$ cat src/rtl/exlex_pkg.sv
// Shared types, constants and helper functions of the expression lexer.
package exlex_pkg;

  localparam int IDENT_CAPACITY = 64;
  localparam int ID_AW  = $clog2(IDENT_CAPACITY);
  localparam int NUM_W  = 63;
  localparam int LINE_W = 32;
  localparam int COL_W  = 16;
  localparam int KIND_W = 4;
  localparam int ERR_W  = 2;

  localparam logic [NUM_W-1:0]  NUM_MAX  = '1;
  localparam logic [LINE_W-1:0] LINE_MAX = '1;
  localparam logic [COL_W-1:0]  COL_MAX  = '1;

  localparam logic [7:0] CH_TAB    = 8'd9;
  localparam logic [7:0] CH_NL     = 8'd10;
  localparam logic [7:0] CH_CR     = 8'd13;
  localparam logic [7:0] CH_SPACE  = 8'd32;
  localparam logic [7:0] CH_ZERO   = 8'h30;
  localparam logic [7:0] CH_NINE   = 8'h39;
  localparam logic [7:0] CH_UC_A   = 8'h41;
  localparam logic [7:0] CH_UC_Z   = 8'h5A;
  localparam logic [7:0] CH_LC_A   = 8'h61;
  localparam logic [7:0] CH_LC_Z   = 8'h7A;
  localparam logic [7:0] CH_US     = 8'h5F;
  localparam logic [7:0] CH_PLUS   = 8'h2B;
  localparam logic [7:0] CH_MINUS  = 8'h2D;
  localparam logic [7:0] CH_STAR   = 8'h2A;
  localparam logic [7:0] CH_SLASH  = 8'h2F;
  localparam logic [7:0] CH_LPAREN = 8'h28;
  localparam logic [7:0] CH_RPAREN = 8'h29;

  // Keywords, left justified and padded with zero bytes.
  localparam logic [31:0] KW_IF   = {"if", 16'h0000};
  localparam logic [31:0] KW_THEN = "then";
  localparam logic [31:0] KW_ELSE = "else";

  typedef enum logic [KIND_W-1:0] {
    K_EOF    = 4'd0,
    K_NUMBER = 4'd1,
    K_IDENT  = 4'd2,
    K_IF     = 4'd3,
    K_THEN   = 4'd4,
    K_ELSE   = 4'd5,
    K_PLUS   = 4'd6,
    K_MINUS  = 4'd7,
    K_MUL    = 4'd8,
    K_DIV    = 4'd9,
    K_LPAREN = 4'd10,
    K_RPAREN = 4'd11,
    K_ERROR  = 4'd12
  } kind_e;

  typedef enum logic [ERR_W-1:0] {
    ERR_NONE     = 2'd0,
    ERR_UNKNOWN  = 2'd1,
    ERR_TOO_LONG = 2'd2
  } err_e;

  typedef enum logic [1:0] {
    MODE_IDLE   = 2'd0,
    MODE_NUMBER = 2'd1,
    MODE_IDENT  = 2'd2
  } mode_e;

  typedef struct packed {
    mode_e mode;
    logic  halted;
    logic  eoi;
    logic  is_digit;
    logic  is_word;
    logic  is_space;
    logic  is_alpha_us;
    logic  is_op;
    kind_e op_kind;
    logic  ident_full;
    kind_e word_kind;
    logic  rep_last;
    logic  slot_free;
  } dp_status_t;

  typedef struct packed {
    logic  take;
    logic  count;
    logic  acc_ext;
    logic  num_start;
    logic  id_ext;
    logic  id_start;
    logic  id_clear;
    logic  mode_load;
    mode_e mode_val;
    logic  set_halt;
    logic  acc_clear;
    logic  rep_rst;
    logic  rep_inc;
    logic  emit;
    kind_e emit_kind;
    err_e  emit_err;
    logic  emit_num;
    logic  emit_char;
    logic  emit_last;
  } dp_cmd_t;

  // Keyword character at a given position, zero past the fourth.
  function automatic logic [7:0] kw_byte(logic [31:0] word, logic [ID_AW-1:0] idx);
    logic [7:0] r;
    r = 8'h00;
    if (idx < ID_AW'(4)) begin
      r = word[8*(3-idx[1:0]) +: 8];
    end
    return r;
  endfunction

  function automatic kind_e op_kind(logic [7:0] b);
    kind_e k;
    unique case (b)
      CH_PLUS:   k = K_PLUS;
      CH_MINUS:  k = K_MINUS;
      CH_STAR:   k = K_MUL;
      CH_SLASH:  k = K_DIV;
      CH_LPAREN: k = K_LPAREN;
      CH_RPAREN: k = K_RPAREN;
      default:   k = K_ERROR;
    endcase
    return k;
  endfunction

endpackage

$ cat src/rtl/exlex_ctrl.sv
// Controller state machine of the expression lexer: decides and sequences results.
module exlex_ctrl (
  input  logic                  clk,
  input  logic                  rst,
  input  logic                  in_valid,
  output logic                  in_ready,
  input  exlex_pkg::dp_status_t st,
  output exlex_pkg::dp_cmd_t    cmd
);
  import exlex_pkg::*;

  typedef enum logic [5:0] {
    S_IDLE  = 6'b000001,
    S_NUM   = 6'b000010,
    S_WORD  = 6'b000100,
    S_FETCH = 6'b001000,
    S_CHAR  = 6'b010000,
    S_TAIL  = 6'b100000
  } state_t;

  state_t state, state_next;
  logic   job_num, job_num_next;
  logic   job_id, job_id_next;
  logic   tail_v, tail_v_next;
  kind_e  tail_kind, tail_kind_next;
  err_e   tail_err, tail_err_next;
  state_t after_token;

  assign in_ready    = (state == S_IDLE);
  assign after_token = tail_v ? S_TAIL : S_IDLE;

  always_comb begin
    cmd            = '0;
    cmd.mode_val   = MODE_IDLE;
    cmd.emit_kind  = K_EOF;
    cmd.emit_err   = ERR_NONE;
    state_next     = state;
    job_num_next   = job_num;
    job_id_next    = job_id;
    tail_v_next    = tail_v;
    tail_kind_next = tail_kind;
    tail_err_next  = tail_err;
    unique case (state)
      S_IDLE: begin
        if (in_valid) begin
          cmd.take       = 1'b1;
          job_num_next   = 1'b0;
          job_id_next    = 1'b0;
          tail_v_next    = 1'b0;
          tail_kind_next = K_EOF;
          tail_err_next  = ERR_NONE;
          if (st.halted) begin
            tail_v_next = st.eoi;
          end else if (st.eoi) begin
            job_num_next  = (st.mode == MODE_NUMBER);
            job_id_next   = (st.mode == MODE_IDENT);
            tail_v_next   = 1'b1;
            cmd.mode_load = 1'b1;
          end else begin
            cmd.count = 1'b1;
            if (st.mode == MODE_NUMBER && st.is_digit) begin
              cmd.acc_ext = 1'b1;
            end else if (st.mode == MODE_IDENT && st.is_word) begin
              if (st.ident_full) begin
                // The partial identifier is dropped, not emitted.
                cmd.id_clear   = 1'b1;
                cmd.mode_load  = 1'b1;
                cmd.set_halt   = 1'b1;
                tail_v_next    = 1'b1;
                tail_kind_next = K_ERROR;
                tail_err_next  = ERR_TOO_LONG;
              end else begin
                cmd.id_ext = 1'b1;
              end
            end else begin
              job_num_next  = (st.mode == MODE_NUMBER);
              job_id_next   = (st.mode == MODE_IDENT);
              cmd.mode_load = 1'b1;
              if (st.is_digit) begin
                cmd.mode_val  = MODE_NUMBER;
                cmd.num_start = 1'b1;
              end else if (st.is_alpha_us) begin
                cmd.mode_val = MODE_IDENT;
                cmd.id_start = 1'b1;
              end else if (st.is_space) begin
                tail_v_next = 1'b0;
              end else if (st.is_op) begin
                tail_v_next    = 1'b1;
                tail_kind_next = st.op_kind;
              end else begin
                cmd.set_halt   = 1'b1;
                tail_v_next    = 1'b1;
                tail_kind_next = K_ERROR;
                tail_err_next  = ERR_UNKNOWN;
              end
            end
          end
          if (job_num_next) begin
            state_next = S_NUM;
          end else if (job_id_next) begin
            state_next = S_WORD;
          end else if (tail_v_next) begin
            state_next = S_TAIL;
          end else begin
            state_next = S_IDLE;
          end
        end
      end
      S_NUM: begin
        if (st.slot_free) begin
          cmd.emit      = 1'b1;
          cmd.emit_kind = K_NUMBER;
          cmd.emit_num  = 1'b1;
          cmd.emit_last = 1'b1;
          cmd.acc_clear = 1'b1;
          state_next    = after_token;
        end
      end
      S_WORD: begin
        if (st.word_kind != K_IDENT) begin
          if (st.slot_free) begin
            cmd.emit      = 1'b1;
            cmd.emit_kind = st.word_kind;
            cmd.emit_last = 1'b1;
            cmd.id_clear  = 1'b1;
            state_next    = after_token;
          end
        end else begin
          cmd.rep_rst = 1'b1;
          state_next  = S_FETCH;
        end
      end
      S_FETCH: begin
        // Identifier RAM read data is registered and valid in the cycle after the address.
        state_next = S_CHAR;
      end
      S_CHAR: begin
        if (st.slot_free) begin
          cmd.emit      = 1'b1;
          cmd.emit_kind = K_IDENT;
          cmd.emit_char = 1'b1;
          cmd.emit_last = st.rep_last;
          if (st.rep_last) begin
            cmd.id_clear = 1'b1;
            state_next   = after_token;
          end else begin
            cmd.rep_inc = 1'b1;
            state_next  = S_FETCH;
          end
        end
      end
      S_TAIL: begin
        if (st.slot_free) begin
          cmd.emit      = 1'b1;
          cmd.emit_kind = tail_kind;
          cmd.emit_err  = tail_err;
          cmd.emit_last = 1'b1;
          state_next    = S_IDLE;
        end
      end
      default: begin
        state_next = S_IDLE;
      end
    endcase
  end

  always_ff @(posedge clk) begin
    if (rst) begin
      state   <= S_IDLE;
      job_num <= 1'b0;
      job_id  <= 1'b0;
      tail_v  <= 1'b0;
    end else begin
      state   <= state_next;
      job_num <= job_num_next;
      job_id  <= job_id_next;
      tail_v  <= tail_v_next;
    end
  end

  always_ff @(posedge clk) begin
    tail_kind <= tail_kind_next;
    tail_err  <= tail_err_next;
  end

  a_num_job_alone: assert property (@(posedge clk) disable iff (rst)
    (state != S_IDLE) |-> !(job_num && job_id))
    else $error("number and identifier flush pending together");

  a_char_follows_fetch: assert property (@(posedge clk) disable iff (rst)
    (state == S_CHAR) |-> $past(state) == S_FETCH || $past(state) == S_CHAR)
    else $error("identifier character emitted without a RAM read");

  a_no_take_while_busy: assert property (@(posedge clk) disable iff (rst)
    (cmd.take && (state_next != S_IDLE)) |=> !cmd.take)
    else $error("new beat taken while results are still pending");

endmodule

$ cat src/rtl/exlex_dp.sv
// Datapath of the expression lexer: scan state, counters, identifier RAM and result register.
module exlex_dp (
  input  logic                            clk,
  input  logic                            rst,
  input  logic [7:0]                      source_byte,
  input  logic                            end_of_input,
  input  logic                            out_ready,
  input  exlex_pkg::dp_cmd_t              cmd,
  output exlex_pkg::dp_status_t           st,
  output logic                            out_valid,
  output logic [exlex_pkg::KIND_W-1:0]    kind,
  output logic [exlex_pkg::NUM_W-1:0]     number_value,
  output logic [7:0]                      text_char,
  output logic [exlex_pkg::ERR_W-1:0]     error_code,
  output logic [exlex_pkg::LINE_W-1:0]    line_number,
  output logic [exlex_pkg::COL_W-1:0]     column_offset,
  output logic                            last_of_token
);
  import exlex_pkg::*;

  mode_e             mode;
  logic [NUM_W-1:0]  acc;
  logic [ID_AW-1:0]  len;
  logic [ID_AW-1:0]  rep_idx;
  logic [LINE_W-1:0] line;
  logic [COL_W-1:0]  col;
  logic              halted;
  logic              kw_if, kw_then, kw_else;
  logic [7:0]        id_mem [IDENT_CAPACITY];
  logic [7:0]        rd_data;

  logic [3:0]        digit;
  logic              is_digit, is_alpha, is_us, is_space;
  logic [NUM_W+3:0]  acc_prod;
  logic [NUM_W-1:0]  acc_ext_val;
  logic [ID_AW-1:0]  wr_addr;
  logic              id_wr;
  kind_e             word_kind;

  kind_e             kind_q;
  logic [NUM_W-1:0]  num_q;
  logic [7:0]        char_q;
  err_e              err_q;
  logic [LINE_W-1:0] line_q;
  logic [COL_W-1:0]  col_q;
  logic              last_q;

  assign digit    = 4'(source_byte - CH_ZERO);
  assign is_digit = (source_byte >= CH_ZERO) && (source_byte <= CH_NINE);
  assign is_alpha = ((source_byte >= CH_UC_A) && (source_byte <= CH_UC_Z)) ||
                    ((source_byte >= CH_LC_A) && (source_byte <= CH_LC_Z));
  assign is_us    = (source_byte == CH_US);
  assign is_space = (source_byte == CH_SPACE) ||
                    ((source_byte >= CH_TAB) && (source_byte <= CH_CR));

  // acc * 10 + digit; anything above the 63-bit maximum saturates.
  assign acc_prod    = ({4'b0000, acc} << 3) + ({4'b0000, acc} << 1) + (NUM_W+4)'(digit);
  assign acc_ext_val = (acc_prod > {4'b0000, NUM_MAX}) ? NUM_MAX : acc_prod[NUM_W-1:0];

  assign id_wr   = cmd.id_start || cmd.id_ext;
  assign wr_addr = cmd.id_start ? '0 : len;

  always_comb begin
    if (len == ID_AW'(2) && kw_if) begin
      word_kind = K_IF;
    end else if (len == ID_AW'(4) && kw_then) begin
      word_kind = K_THEN;
    end else if (len == ID_AW'(4) && kw_else) begin
      word_kind = K_ELSE;
    end else begin
      word_kind = K_IDENT;
    end
  end

  always_comb begin
    st.mode        = mode;
    st.halted      = halted;
    st.eoi         = end_of_input;
    st.is_digit    = is_digit;
    st.is_word     = is_digit || is_alpha || is_us;
    st.is_space    = is_space;
    st.is_alpha_us = is_alpha || is_us;
    st.op_kind     = op_kind(source_byte);
    st.is_op       = (op_kind(source_byte) != K_ERROR);
    st.ident_full  = (len >= ID_AW'(IDENT_CAPACITY - 1));
    st.word_kind   = word_kind;
    st.rep_last    = (rep_idx == len - ID_AW'(1));
    st.slot_free   = !out_valid || out_ready;
  end

  always_ff @(posedge clk) begin
    if (rst) begin
      mode      <= MODE_IDLE;
      acc       <= '0;
      len       <= '0;
      rep_idx   <= '0;
      line      <= LINE_W'(1);
      col       <= '0;
      halted    <= 1'b0;
      out_valid <= 1'b0;
    end else begin
      if (cmd.count) begin
        if (source_byte == CH_NL) begin
          if (line != LINE_MAX) begin
            line <= line + LINE_W'(1);
          end
          col <= '0;
        end else if (col != COL_MAX) begin
          col <= col + COL_W'(1);
        end
      end
      if (cmd.mode_load) begin
        mode <= cmd.mode_val;
      end
      if (cmd.acc_ext) begin
        acc <= acc_ext_val;
      end else if (cmd.num_start) begin
        acc <= NUM_W'(digit);
      end else if (cmd.acc_clear) begin
        acc <= '0;
      end
      if (cmd.id_start) begin
        len <= ID_AW'(1);
      end else if (cmd.id_ext) begin
        len <= len + ID_AW'(1);
      end else if (cmd.id_clear) begin
        len <= '0;
      end
      if (cmd.set_halt) begin
        halted <= 1'b1;
      end
      if (cmd.rep_rst) begin
        rep_idx <= '0;
      end else if (cmd.rep_inc) begin
        rep_idx <= rep_idx + ID_AW'(1);
      end
      if (cmd.emit) begin
        out_valid <= 1'b1;
      end else if (out_ready) begin
        out_valid <= 1'b0;
      end
    end
  end

  // Keyword prefix flags follow each character as it is stored.
  always_ff @(posedge clk) begin
    if (cmd.id_start) begin
      kw_if   <= (source_byte == kw_byte(KW_IF, '0));
      kw_then <= (source_byte == kw_byte(KW_THEN, '0));
      kw_else <= (source_byte == kw_byte(KW_ELSE, '0));
    end else if (cmd.id_ext) begin
      kw_if   <= kw_if   && (source_byte == kw_byte(KW_IF, len));
      kw_then <= kw_then && (source_byte == kw_byte(KW_THEN, len));
      kw_else <= kw_else && (source_byte == kw_byte(KW_ELSE, len));
    end
  end

  always_ff @(posedge clk) begin
    if (id_wr) begin
      id_mem[wr_addr] <= source_byte;
    end
    rd_data <= id_mem[rep_idx];
  end

  always_ff @(posedge clk) begin
    if (cmd.emit) begin
      kind_q <= cmd.emit_kind;
      num_q  <= cmd.emit_num ? acc : '0;
      char_q <= cmd.emit_char ? rd_data : 8'h00;
      err_q  <= cmd.emit_err;
      line_q <= line;
      col_q  <= col;
      last_q <= cmd.emit_last;
    end
  end

  assign kind          = kind_q;
  assign number_value  = num_q;
  assign text_char     = char_q;
  assign error_code    = err_q;
  assign line_number   = line_q;
  assign column_offset = col_q;
  assign last_of_token = last_q;

  a_halt_sticky: assert property (@(posedge clk) disable iff (rst)
    halted |=> halted)
    else $error("halt flag cleared without reset");

  a_replay_bound: assert property (@(posedge clk) disable iff (rst)
    cmd.rep_inc |-> (rep_idx < len - ID_AW'(1)))
    else $error("identifier replay ran past the stored length");

  a_store_bound: assert property (@(posedge clk) disable iff (rst)
    cmd.id_ext |-> (len < ID_AW'(IDENT_CAPACITY - 1)))
    else $error("identifier store written beyond capacity");

  a_no_overwrite: assert property (@(posedge clk) disable iff (rst)
    cmd.emit |-> (!out_valid || out_ready))
    else $error("result register overwritten before it was taken");

endmodule

$ cat src/rtl/expression_lexer_top.sv
// Expression lexer top level: joins the controller and the datapath.
// A beat that yields no result leaves the controller idle; the next beat may follow at once.
// A beat that closes a token holds in_ready low until its results are emitted; an
// identifier is first checked against the keywords, then each character is replayed
// through S_FETCH and S_CHAR, set by the registered read of the identifier RAM.
// Synchronous reset returns the scanner to idle, line 1, column 0, halt cleared.
module expression_lexer_top (
  input  logic                         clk,
  input  logic                         rst,
  input  logic                         in_valid,
  output logic                         in_ready,
  input  logic [7:0]                   source_byte,
  input  logic                         end_of_input,
  output logic                         out_valid,
  input  logic                         out_ready,
  output logic [exlex_pkg::KIND_W-1:0] kind,
  output logic [exlex_pkg::NUM_W-1:0]  number_value,
  output logic [7:0]                   text_char,
  output logic [exlex_pkg::ERR_W-1:0]  error_code,
  output logic [exlex_pkg::LINE_W-1:0] line_number,
  output logic [exlex_pkg::COL_W-1:0]  column_offset,
  output logic                         last_of_token
);
  import exlex_pkg::*;

  dp_status_t st;
  dp_cmd_t    cmd;

  exlex_ctrl u_ctrl (
    .clk      (clk),
    .rst      (rst),
    .in_valid (in_valid),
    .in_ready (in_ready),
    .st       (st),
    .cmd      (cmd)
  );

  exlex_dp u_dp (
    .clk           (clk),
    .rst           (rst),
    .source_byte   (source_byte),
    .end_of_input  (end_of_input),
    .out_ready     (out_ready),
    .cmd           (cmd),
    .st            (st),
    .out_valid     (out_valid),
    .kind          (kind),
    .number_value  (number_value),
    .text_char     (text_char),
    .error_code    (error_code),
    .line_number   (line_number),
    .column_offset (column_offset),
    .last_of_token (last_of_token)
  );

endmodule

$ cat config.mk
export PLATFORM = sky130hd
export DESIGN_NAME = expression_lexer_top
export DESIGN_NICKNAME = d
export VERILOG_FILES = /design/src/rtl/exlex_pkg.sv /design/src/rtl/exlex_ctrl.sv /design/src/rtl/exlex_dp.sv /design/src/rtl/expression_lexer_top.sv
export SDC_FILE = /design/constraint.sdc
export NUM_CORES = 1
export LEC_CHECK = 0
export BUFFER_PORTS_ARGS = -buffer_cell sky130_fd_sc_hd__buf_2
export CAP_MARGIN = 40
export CELL_PAD_IN_SITES_DETAIL_PLACEMENT = 0
export CELL_PAD_IN_SITES_GLOBAL_PLACEMENT = 2
export CORE_ASPECT_RATIO = 0.8
export CORE_MARGIN = 8
export CORE_UTILIZATION = 42
export CTS_BUF_LIST = sky130_fd_sc_hd__clkbuf_4
export CTS_CLUSTER_SIZE = 16
export DETAILED_ROUTE_END_ITERATION = 7
export PLACE_DENSITY_LB_ADDON = 0.1
export SYNTH_ARGS = -nofsm -noshare
export SYNTH_HDL_FRONTEND = slang
export SYNTH_SLANG_ARGS = --single-unit
$ cat constraint.sdc
create_clock -name clk -period 22 [get_ports clk]
set_input_delay 4.4 -clock clk [delete_from_list [all_inputs] [get_ports clk]]
set_output_delay 4.4 -clock clk [all_outputs]
set_load 0.05 [all_outputs]
[Word level (Yosys, flattened, before mapping)]
Memory sizes are Yosys's and may differ from the RTL's. A register that Yosys moved wholly into a read port is not among the register bits.
Index checks and enable logic that the tools add are counted.
Widths: inputs -> output; s select.
Storage, ports and cells
  register bits after elaboration: 269
  bits in writable memories: 512
  output and inout port bits: 128
  word-level logic and storage cells: 239
  memories kept: 1
Memories
  u_dp.id_mem: depth 64, width 8, rd ports 1, clocked after Yosys merged registers in 1, wr ports 1, line exlex_dp.sv:29  | logic [7:0] id_mem [IDENT_CAPACITY];
Cells by class
  add/subtract/negate cells: 9
  magnitude comparators: 11
  eq/ne operators: 33
  shifts and indexed selects: 3
  mux-type cells: 124
  reduce and logical (&&, ||, !) cells: 35
Operator list (count)
  $mux 63: 4
  $shiftx 32x33->8 const A: 3
  $mux 6: 15
  $mux 8: 10
  $add 66x64->67: 1
  $add 67x4->67: 1
  $gt 67x63->1 const B: 1
  $mux 1: 60
  $eq 8x6->1 const B: 7
  $mux 4: 9
  $pmux 6 s6: 1
  $add 32x1->32 const B: 1
  $eq 8x7->1 const B: 4
  $mux 16: 2
  $ne 32x32->1 const B: 1
  $eq 8x8->1: 3
  $pmux 4 s6: 1
  $mux 10: 2
  $mux 2: 10
  $mux 5: 4
  $pmux 5 s4: 1
  $add 16x1->16 const B: 1
  $ge 8x7->1 const B: 2
  $le 8x7->1 const B: 2
  36 further kinds: 69

[Depth between registers and ports, before layout]
Gate-level depths: netlist (run 1).
  depth after elaboration: 19
  gate-level depth with buffers: 17
  gate-level depth less buffers: 14

[Modules after synthesis]
A second synthesis (run 1) with hierarchy kept.
Second synthesis, totals
  cell total of the unflattened synthesis: 2562
  area total of the unflattened synthesis: 36251.0 um2
Modules (own cells, without submodules)
  exlex_dp: instances 1, cells an instance 2429, area each 35180.0 um2, seq. area each 21951.1 um2
  exlex_ctrl: instances 1, cells an instance 133, area each 1071.0 um2, seq. area each 320.3 um2

[Worst setup path after synthesis (run 1)]
Ideal clock, no wire load.
  path type: input port to flip-flop
  start point: input port out_ready
  end point: register u_dp.col_q[0] (netlist: u_dp.column_offset[0]) (enable)
  arrival: 9902 ps
  required time: 21387 ps
  path slack: 11485 ps
  stages: 3
  path through: nor2b_1 clkbuf_1 nor2_1
RTL lines
  from (decl): line expression_lexer_top.sv:15  | input logic out_ready,
  to (signal assigned): line exlex_dp.sv:172  | col_q <= col;
  to (decl): line exlex_dp.sv:45  | logic [COL_W-1:0] col_q;

[Worst setup path after layout (run 1)]
  start point: input port source_byte[3]
  end point: register u_dp.acc[40]
Between the ends
  longest elaborated chain between the ends: 14
  elaborated cells on any way between the ends: 30
Ends and longest elaborated chain
  from (decl): line expression_lexer_top.sv:12  | input logic [7:0] source_byte,
  parallel branches: the longest is 14 deep, another holds $add 67x4->67
  to (signal assigned): line exlex_dp.sv:116  | acc <= acc_ext_val;
  to (signal assigned): line exlex_dp.sv:118  | acc <= NUM_W'(digit);
  to (decl): line exlex_dp.sv:22  | logic [NUM_W-1:0] acc;
Parallel ways; which one is timed is not known.
A chain may end at the register's enable or synchronous reset.

==> results of run 1 <==
metal layers:
layer  wire (um)  vias to the layer above  GRT usage [%]  share of wire (%)
met5          13                        -              0              0.014
met3        7730                      110           5.75                8.3
met4        1320                        2           4.99                1.4
met2       38600                      833           27.0                 41
li1            -                    10200              -                  -
met1       45800                    11100           30.0                 49
per-stage QoR:
step	setup WS (ns)	cell area [um2]
3_5_place_dp	12.72	37500
6_report	13.79	40100
2_1_floorplan	11.49	35500
3_3_place_gp	12.82	37400
4_1_cts	13.78	40100
5_1_grt	13.53	40100
cell type report:
type / instances / area, um2
Antenna cell: 6 / 15.0
Clock buffer: 294 / 2210
Clock inverter: 66 / 400
Fill cell: 7386 / 43700
Inverter: 40 / 150
Multi-Input combinational cell: 1491 / 12600
Sequential cell: 789 / 22300
Tap cell: 1115 / 1400
Timing Repair Buffer: 177 / 1040
worst max path at each step:
stage | from | endpoint | slack [ns] | depth (start not counted)
floorplan | out_ready | u_dp.column_offset[0] | 11.49 | 3
global placement | source_byte[3] | u_dp.acc[43] | 12.82 | 15
detailed placement | source_byte[3] | u_dp.acc[40] | 12.72 | 15
CTS | source_byte[3] | u_dp.acc[40] | 13.78 | 15
global route | source_byte[3] | u_dp.acc[40] | 13.53 | 15
finish | source_byte[3] | u_dp.acc[40] | 13.79 | 15
flip-flops by register name, summed over array words and instances, names as in the netlist, 8 cells and up:
signal and flops:
u_dp.line 32, u_dp.text_char 8, u_dp.acc 63, u_dp.col 16, u_dp.number_value 63, u_dp.line_number 32, u_dp.column_offset 16, u_dp.id_mem 512
u_dp.rd_data 8
power breakdown:
group | total, mW | switching [mW] | internal [mW]
sequential | 1.64 | 0.00706 | 1.63
clock | 1.26 | 0.611 | 0.653
combinational | 0.129 | 0.105 | 0.0237
total | 3.03 | 0.723 | 2.31
cell families after synthesis:
| family | after synthesis |
|---|---|
| AND/OR/NAND/NOR | 664 |
| buffers and inverters | 163 |
| flip-flops | 789 |
| XOR/XNOR | 115 |
| multiplexers | 174 |
| adder cells (fa/ha/maj) | 137 |
| AO/OA/AOI/OAI | 401 |
cell usage in the layout, fill, tap and decap left out, drive strengths merged, types with 13 or more instances in the layout:
cell type / synthesis / routed
clkinv: 0 / 53
xor2: 60 / 60
a31oi: 22 / 22
nor3: 34 / 34
nand3: 48 / 48
and2: 82 / 82
xnor2: 55 / 55
a21o: 22 / 22
nor4: 15 / 15
inv: 40 / 47
nor2b: 13 / 13
ha: 135 / 135
nand2b: 21 / 21
dfxtp: 142 / 142
o21ai: 81 / 81
nand2: 126 / 126
o21bai: 13 / 13
edfxtp: 647 / 647
and3: 20 / 20
or3: 19 / 19
buf: 29 / 177
a21oi: 122 / 122
mux4: 168 / 168
nor2: 218 / 218
a221o: 50 / 50
clkbuf: 94 / 294
nand4: 30 / 30
==> impl_metrics.env, run 1 <==
export IMPL_synth_area_um2=35500
export IMPL_synth_fa_ha_area_share_pct=4.87
export IMPL_post_cts_resized=0
export IMPL_ys_types=80
export IMPL_r2r_cells=13
export IMPL_reg2reg_to="u_dp.acc[40]"
export IMPL_synth_area_leaders="edfxtp_1 (55%), mux4_2 (11%), dfxtp_1 (8.0%), ha_1 (4.8%), nor2_1 (2.3%)"
export IMPL_overflow=0
export IMPL_clk_latency_ns=1.04
export IMPL_ys_ff_latch=789
export IMPL_relSlewSlack_pct=37.9
export IMPL_clockBufferDepth=3
export IMPL_fp_dieW_um=341
export IMPL_post_synth_and_or_nand_nor_area_fraction_pct=9.26
export IMPL_fp_row_count=95
export IMPL_fin_util_pct=47.9
export IMPL_grt_antenna_before_repair=6
export IMPL_cts_root_buffer="clkbuf_4"
export IMPL_synth_edf_count=647
export IMPL_clock_fmax_mhz=122
export IMPL_routed_wirelength_mm=93.4
export IMPL_ys_seq_area_share_pct=62.8
export IMPL_pin_count=141
export IMPL_worstSetupPathType="input port to flop"
export IMPL_slowest_delay_ns=0.51
export IMPL_first_pass_iters=5
export IMPL_synthFlopType="edfxtp_1"
export IMPL_whs_path_depth=0
export IMPL_clkTransAtPathRegs_ns=0.07
export IMPL_critical_path_peak_fanout=32
export IMPL_powerDensity_nw_per_um2=75.5
export IMPL_setup_worst_path_start_class="input port"
export IMPL_die_h_um=276
export IMPL_tightest_slew_ns=0.932
export IMPL_cts_buffers=196
export IMPL_routabilityCongestion=0.847
export IMPL_htree_levels=4
export IMPL_total_power_mw=3.03
export IMPL_routed_via_count=22300
export IMPL_synth_area_per_cell_um2=14.5
export IMPL_min_period_over_period_pct=37.3
export IMPL_ys_warn_count=0
export IMPL_crit_arrival_ns=9.13
export IMPL_synth_largest_area_cell="edfxtp_1"
export IMPL_synth_common_cells="edfxtp_1 (647), nor2_1 (218), mux4_2 (168), dfxtp_1 (142), ha_1 (135)"
export IMPL_initial_core_util_pct=42.4
export IMPL_hold_path_end="u_dp.line_number[13]"
export IMPL_slew_violations=0
export IMPL_hold_viol=0
export IMPL_grt_max_degree=79
export IMPL_synth_compound_area_share_pct=7.62
export IMPL_syn_to_final_growth_pct=13.0
export IMPL_cts_setup_buffers=0
export IMPL_synthArstFlopShare_pct=0
export IMPL_cts_tree="done"
export IMPL_fin_hold_ws_ns=0.436
export IMPL_outcome="finished clean"
export IMPL_slowest_stage="fa_1"
export IMPL_io_buffers=140
export IMPL_dp_hpwl_mm=63.4
export IMPL_synth_xor_area_share_pct=2.84
export IMPL_wire_per_inst_um=23.5
export IMPL_rsz0062_at_grt="no"
export IMPL_synth_net_count=2593
export IMPL_antenna_left=0
export IMPL_final_min_clock_period_ns=8.21
export IMPL_cap_violations=0
export IMPL_synthMuxAreaShare_pct=10.8
export IMPL_drt_vias_per_instance=5.60
export IMPL_cp_end_kind="flop"
export IMPL_fin_nets=2845
export IMPL_dp_cells=3611
export IMPL_synth_top_area_share_pct=54.7
export IMPL_globalRouteTotalUtil_pct=19.6
export IMPL_setup_tns_final_ns=0
export IMPL_crit_path_cell_trace="buf_2 > inv_1 > fa_1 > fa_1 > nand2b_1 > a21o_1 > a21oi_1 > a211oi_2 > a22oi_1 > a31o_1 > a31oi_4 > o21a_1 > a31oi_4 > buf_4 > a221o_1"
export IMPL_ir_worst_vdd_v=0.0000651
export IMPL_synth_most_common_cell="edfxtp_1"
export IMPL_core_area_um2=83800
export IMPL_hold_buffers=0
export IMPL_setup_viol=0
export IMPL_fin_worst_skew_ns=0.0770
export IMPL_crit_buf_inv=3
export IMPL_min_path_type="flop to flop"
export IMPL_synth_cells=2443
export IMPL_crit_required_ns=22.91
export IMPL_drt_iter0_markers=1943
export IMPL_fin_cells=3978
export IMPL_min_from="u_dp.line[13]"
export IMPL_grt_pass1_vias=22100
export IMPL_r2r_start="u_dp.acc[44]"
export IMPL_drc=0
export IMPL_die_area_um2=94100
export IMPL_clock_sinks=789
export IMPL_grt_pass1_wl_mm=142
export IMPL_crit_family="compound AO/OA/AOI/OAI gates"
export IMPL_r2r_slack_ns=17.11
export IMPL_synth_top_family_by_area="multiplexers"
export IMPL_p_leak_nw=13.9
export IMPL_layout_drive_gt1_share_pct=24.2
Note: power is estimated with default switching activity, not from simulation.
==> inputs of run 2 (changes only) <==
--- a/config.mk
+++ b/config.mk
@@ -5,13 +5,14 @@
 export SDC_FILE = /design/constraint.sdc
 export NUM_CORES = 1
 export LEC_CHECK = 0
+export ABC_AREA = 1
 export BUFFER_PORTS_ARGS = -buffer_cell sky130_fd_sc_hd__buf_2
 export CAP_MARGIN = 40
 export CELL_PAD_IN_SITES_DETAIL_PLACEMENT = 0
 export CELL_PAD_IN_SITES_GLOBAL_PLACEMENT = 2
 export CORE_ASPECT_RATIO = 0.8
 export CORE_MARGIN = 8
-export CORE_UTILIZATION = 42
+export CORE_UTILIZATION = 38
 export CTS_BUF_LIST = sky130_fd_sc_hd__clkbuf_4
 export CTS_CLUSTER_SIZE = 16
 export DETAILED_ROUTE_END_ITERATION = 7
==> constraint.sdc (replaced) <==
create_clock -name clk -period 6.9 [get_ports clk]
set_input_delay 1.38 -clock clk [delete_from_list [all_inputs] [get_ports clk]]
set_output_delay 1.38 -clock clk [all_outputs]
set_load 0.05 [all_outputs]
==> run 2 against run 1 <==
Against the previous run: utilization decreased by 5.0 points; total power increased to 3.2 times the previous value; flip-flop and latch count stayed put; worst hold slack improved by 0.019 ns; clock skew about the same; register-to-register slack worse by 14 ns; clock-buffer cell count increased by 17; die area grew 20%; global-route usage up 2.7 points; routed wire length rose by 37%.
==> impl_metrics.env, run 2 <==
export IMPL_core_area_um2=102000
export IMPL_pin_count=141
export IMPL_slowest_delay_ns=0.64
export IMPL_initial_core_util_pct=38.1
export IMPL_first_pass_iters=5
export IMPL_synthArstFlopShare_pct=0
export IMPL_critical_path_peak_fanout=29
export IMPL_overflow=0
export IMPL_hold_viol=0
export IMPL_synth_area_leaders="edfxtp_1 (50%), dfxtp_1 (7.3%), nand2_1 (7.1%), nor2_1 (5.9%), ha_1 (4.4%)"
export IMPL_ys_warn_count=0
export IMPL_fin_nets=4454
export IMPL_dp_cells=5435
export IMPL_drt_vias_per_instance=5.18
export IMPL_fin_worst_skew_ns=0.0775
export IMPL_routed_via_count=30000
export IMPL_final_cell_mix="nand2_1 (731), edfxtp_1 (647), nor2_1 (604)"
export IMPL_slowest_stage="nor3_2"
export IMPL_crit_path_cell_trace="buf_2 > nand2_1 > nor2_2 > nand2_1 > nand3_1 > nand2_1 > nor3_2 > inv_1 > o21ai_1 > inv_2 > nor2_1"
export IMPL_fp_dieW_um=373
export IMPL_wire_per_inst_um=22.0
export IMPL_cts_root_buffer="clkbuf_4"
export IMPL_ys_seq_area_share_pct=57.4
export IMPL_drc=0
export IMPL_ys_types=64
export IMPL_synthFlopType="edfxtp_1"
export IMPL_powerDensity_nw_per_um2=225
export IMPL_synth_area_um2=38800
export IMPL_setup_tns_final_ns=0
export IMPL_synth_largest_area_cell="edfxtp_1"
export IMPL_globalRouteTotalUtil_pct=22.3
export IMPL_setup_viol=0
export IMPL_ir_worst_vdd_v=0.000184
export IMPL_dp_hpwl_mm=88.1
export IMPL_crit_required_ns=7.60
export IMPL_min_period_over_period_pct=58.1
export IMPL_largest_register_ffs=512
export IMPL_antenna_left=0
export IMPL_synth_edf_count=647
export IMPL_crit_family="simple AND/OR/NAND/NOR gates"
export IMPL_grt_pass1_wl_mm=191
export IMPL_crit_top_cell="nand2_1"
export IMPL_clkTransAtPathRegs_ns=0.07
export IMPL_die_area_um2=113000
export IMPL_synth_most_common_cell="nand2_1"
export IMPL_relSlewSlack_pct=22.6
export IMPL_grt_antenna_before_repair=10
export IMPL_fin_cells=5802
export IMPL_synth_common_cells="nand2_1 (732), edfxtp_1 (647), nor2_1 (605), inv_1 (433), o21ai_0 (319)"
export IMPL_post_cts_resized=0
export IMPL_synth_top_area_share_pct=50.0
export IMPL_synth_net_count=4224
export IMPL_synth_cells=4074
export IMPL_worstSetupPathType="input port to flop"
export IMPL_cts_setup_buffers=0
export IMPL_routed_wirelength_mm=128
export IMPL_ys_ff_latch=789
export IMPL_clk_latency_ns=1.14
export IMPL_r2r_slack_ns=3.01
export IMPL_crit_buf_inv=3
export IMPL_clock_sinks=789
export IMPL_setup_worst_path_start_class="input port"
export IMPL_drt_iter0_markers=2259
export IMPL_tightest_slew_ns=1.16
export IMPL_outcome="finished clean"
export IMPL_syn_to_final_growth_pct=12.4
export IMPL_final_min_clock_period_ns=4.01
export IMPL_cts_buffers=204
export IMPL_routabilityCongestion=0.869
export IMPL_io_buffers=140
export IMPL_synth_area_per_cell_um2=9.53
export IMPL_mostFrequentLayoutCell="nand2_1"
export IMPL_fp_row_count=105
export IMPL_p_leak_nw=16.5
export IMPL_rsz0062_at_grt="no"
export IMPL_htree_levels=4
export IMPL_total_power_mw=9.81
export IMPL_hold_buffers=0
export IMPL_cts_tree="done"
export IMPL_die_h_um=302
export IMPL_clock_fmax_mhz=250
export IMPL_cp_end_kind="flop"
export IMPL_slew_violations=0
export IMPL_clockBufferDepth=3
export IMPL_min_path_type="flop to flop"
export IMPL_layout_drive_gt1_share_pct=15.8
export IMPL_crit_arrival_ns=4.71
export IMPL_grt_pass1_vias=29500
export IMPL_regMostFlops="u_dp.id_mem"
export IMPL_cap_violations=0
export IMPL_grt_max_degree=220
run 2: power by group:
group | total, mW | internal [mW] | leakage, nW | switching, mW
sequential | 5.20 | 5.19 | 6.98 | 0.0182
clock | 4.22 | 2.20 | 1.59 | 2.01
combinational | 0.385 | 0.0670 | 7.98 | 0.318
run 2: cells by family (layout without fill, tap and decap cells):
group,count (synthesis),count (layout),share of synthesized area (%)
AO/OA/AOI/OAI,777,777,12.0
AND/OR/NAND/NOR,1701,1701,18.7
adder cells (fa/ha/maj),137,137,4.45
XOR/XNOR,46,46,1.04
flip-flops,789,789,57.4
buffers and inverters,624,1009,6.36
other,0,6,0
run 2: worst paths after layout:
| kind | startpoint | end | cells past startpoint |
|---|---|---|---|
| max reg2reg | u_ctrl.state[0] | u_dp.number_value[14] | 8 |
| min | u_dp.col[2] | u_dp.column_offset[2] | 0 |
| min reg2reg | u_dp.col[2] | u_dp.column_offset[2] | 0 |
| max | source_byte[0] | u_dp.id_mem[0][2] | 11 |
run 2: metal layers:
| layer | part of all wire, % | wire length, um | GRT usage [%] |
|---|---|---|---|
| met5 | 0.0070 | 9 | 0 |
| met4 | 1.9 | 2420 | 6.34 |
| met3 | 6.8 | 8710 | 5.23 |
| met2 | 39 | 50500 | 30.7 |
| met1 | 52 | 66300 | 34.3 |
run 2: area by class of cell:
class | count | area [um2]
Clock inverter | 50 | 354
Antenna cell | 6 | 15.0
Sequential cell | 789 | 22300
Inverter | 467 | 1760
Multi-Input combinational cell | 2661 | 14100
Fill cell | 10300 | 58300
Tap cell | 1337 | 1670
Clock buffer | 311 | 2330
Timing Repair Buffer | 181 | 1130
run 2: per-stage QoR:
step	utilization [%]	worst slack, ns	hold WS (ns)	cell area [um2]
final	42.8	2.89	0.455	43600
after global routing	42.8	2.70	0.460	43600
after CTS	42.8	3.02	0.455	43600
after detailed placement	40.2	1.82	0.438	40900
after global placement	40.0	1.89	0.418	40800
after floorplan	-	1.57	0.408	38800
run 2: worst register-to-register path, cell delays in order (launching register included):
cell and delay (ns):
dfxtp_1 0.34, nor2_1 0.21, nand2_1 0.10, nor3_1 0.62, inv_1 0.14, nor2_1 0.18
clkinv_1 0.54, nand2_4 0.85, buf_12 0.39
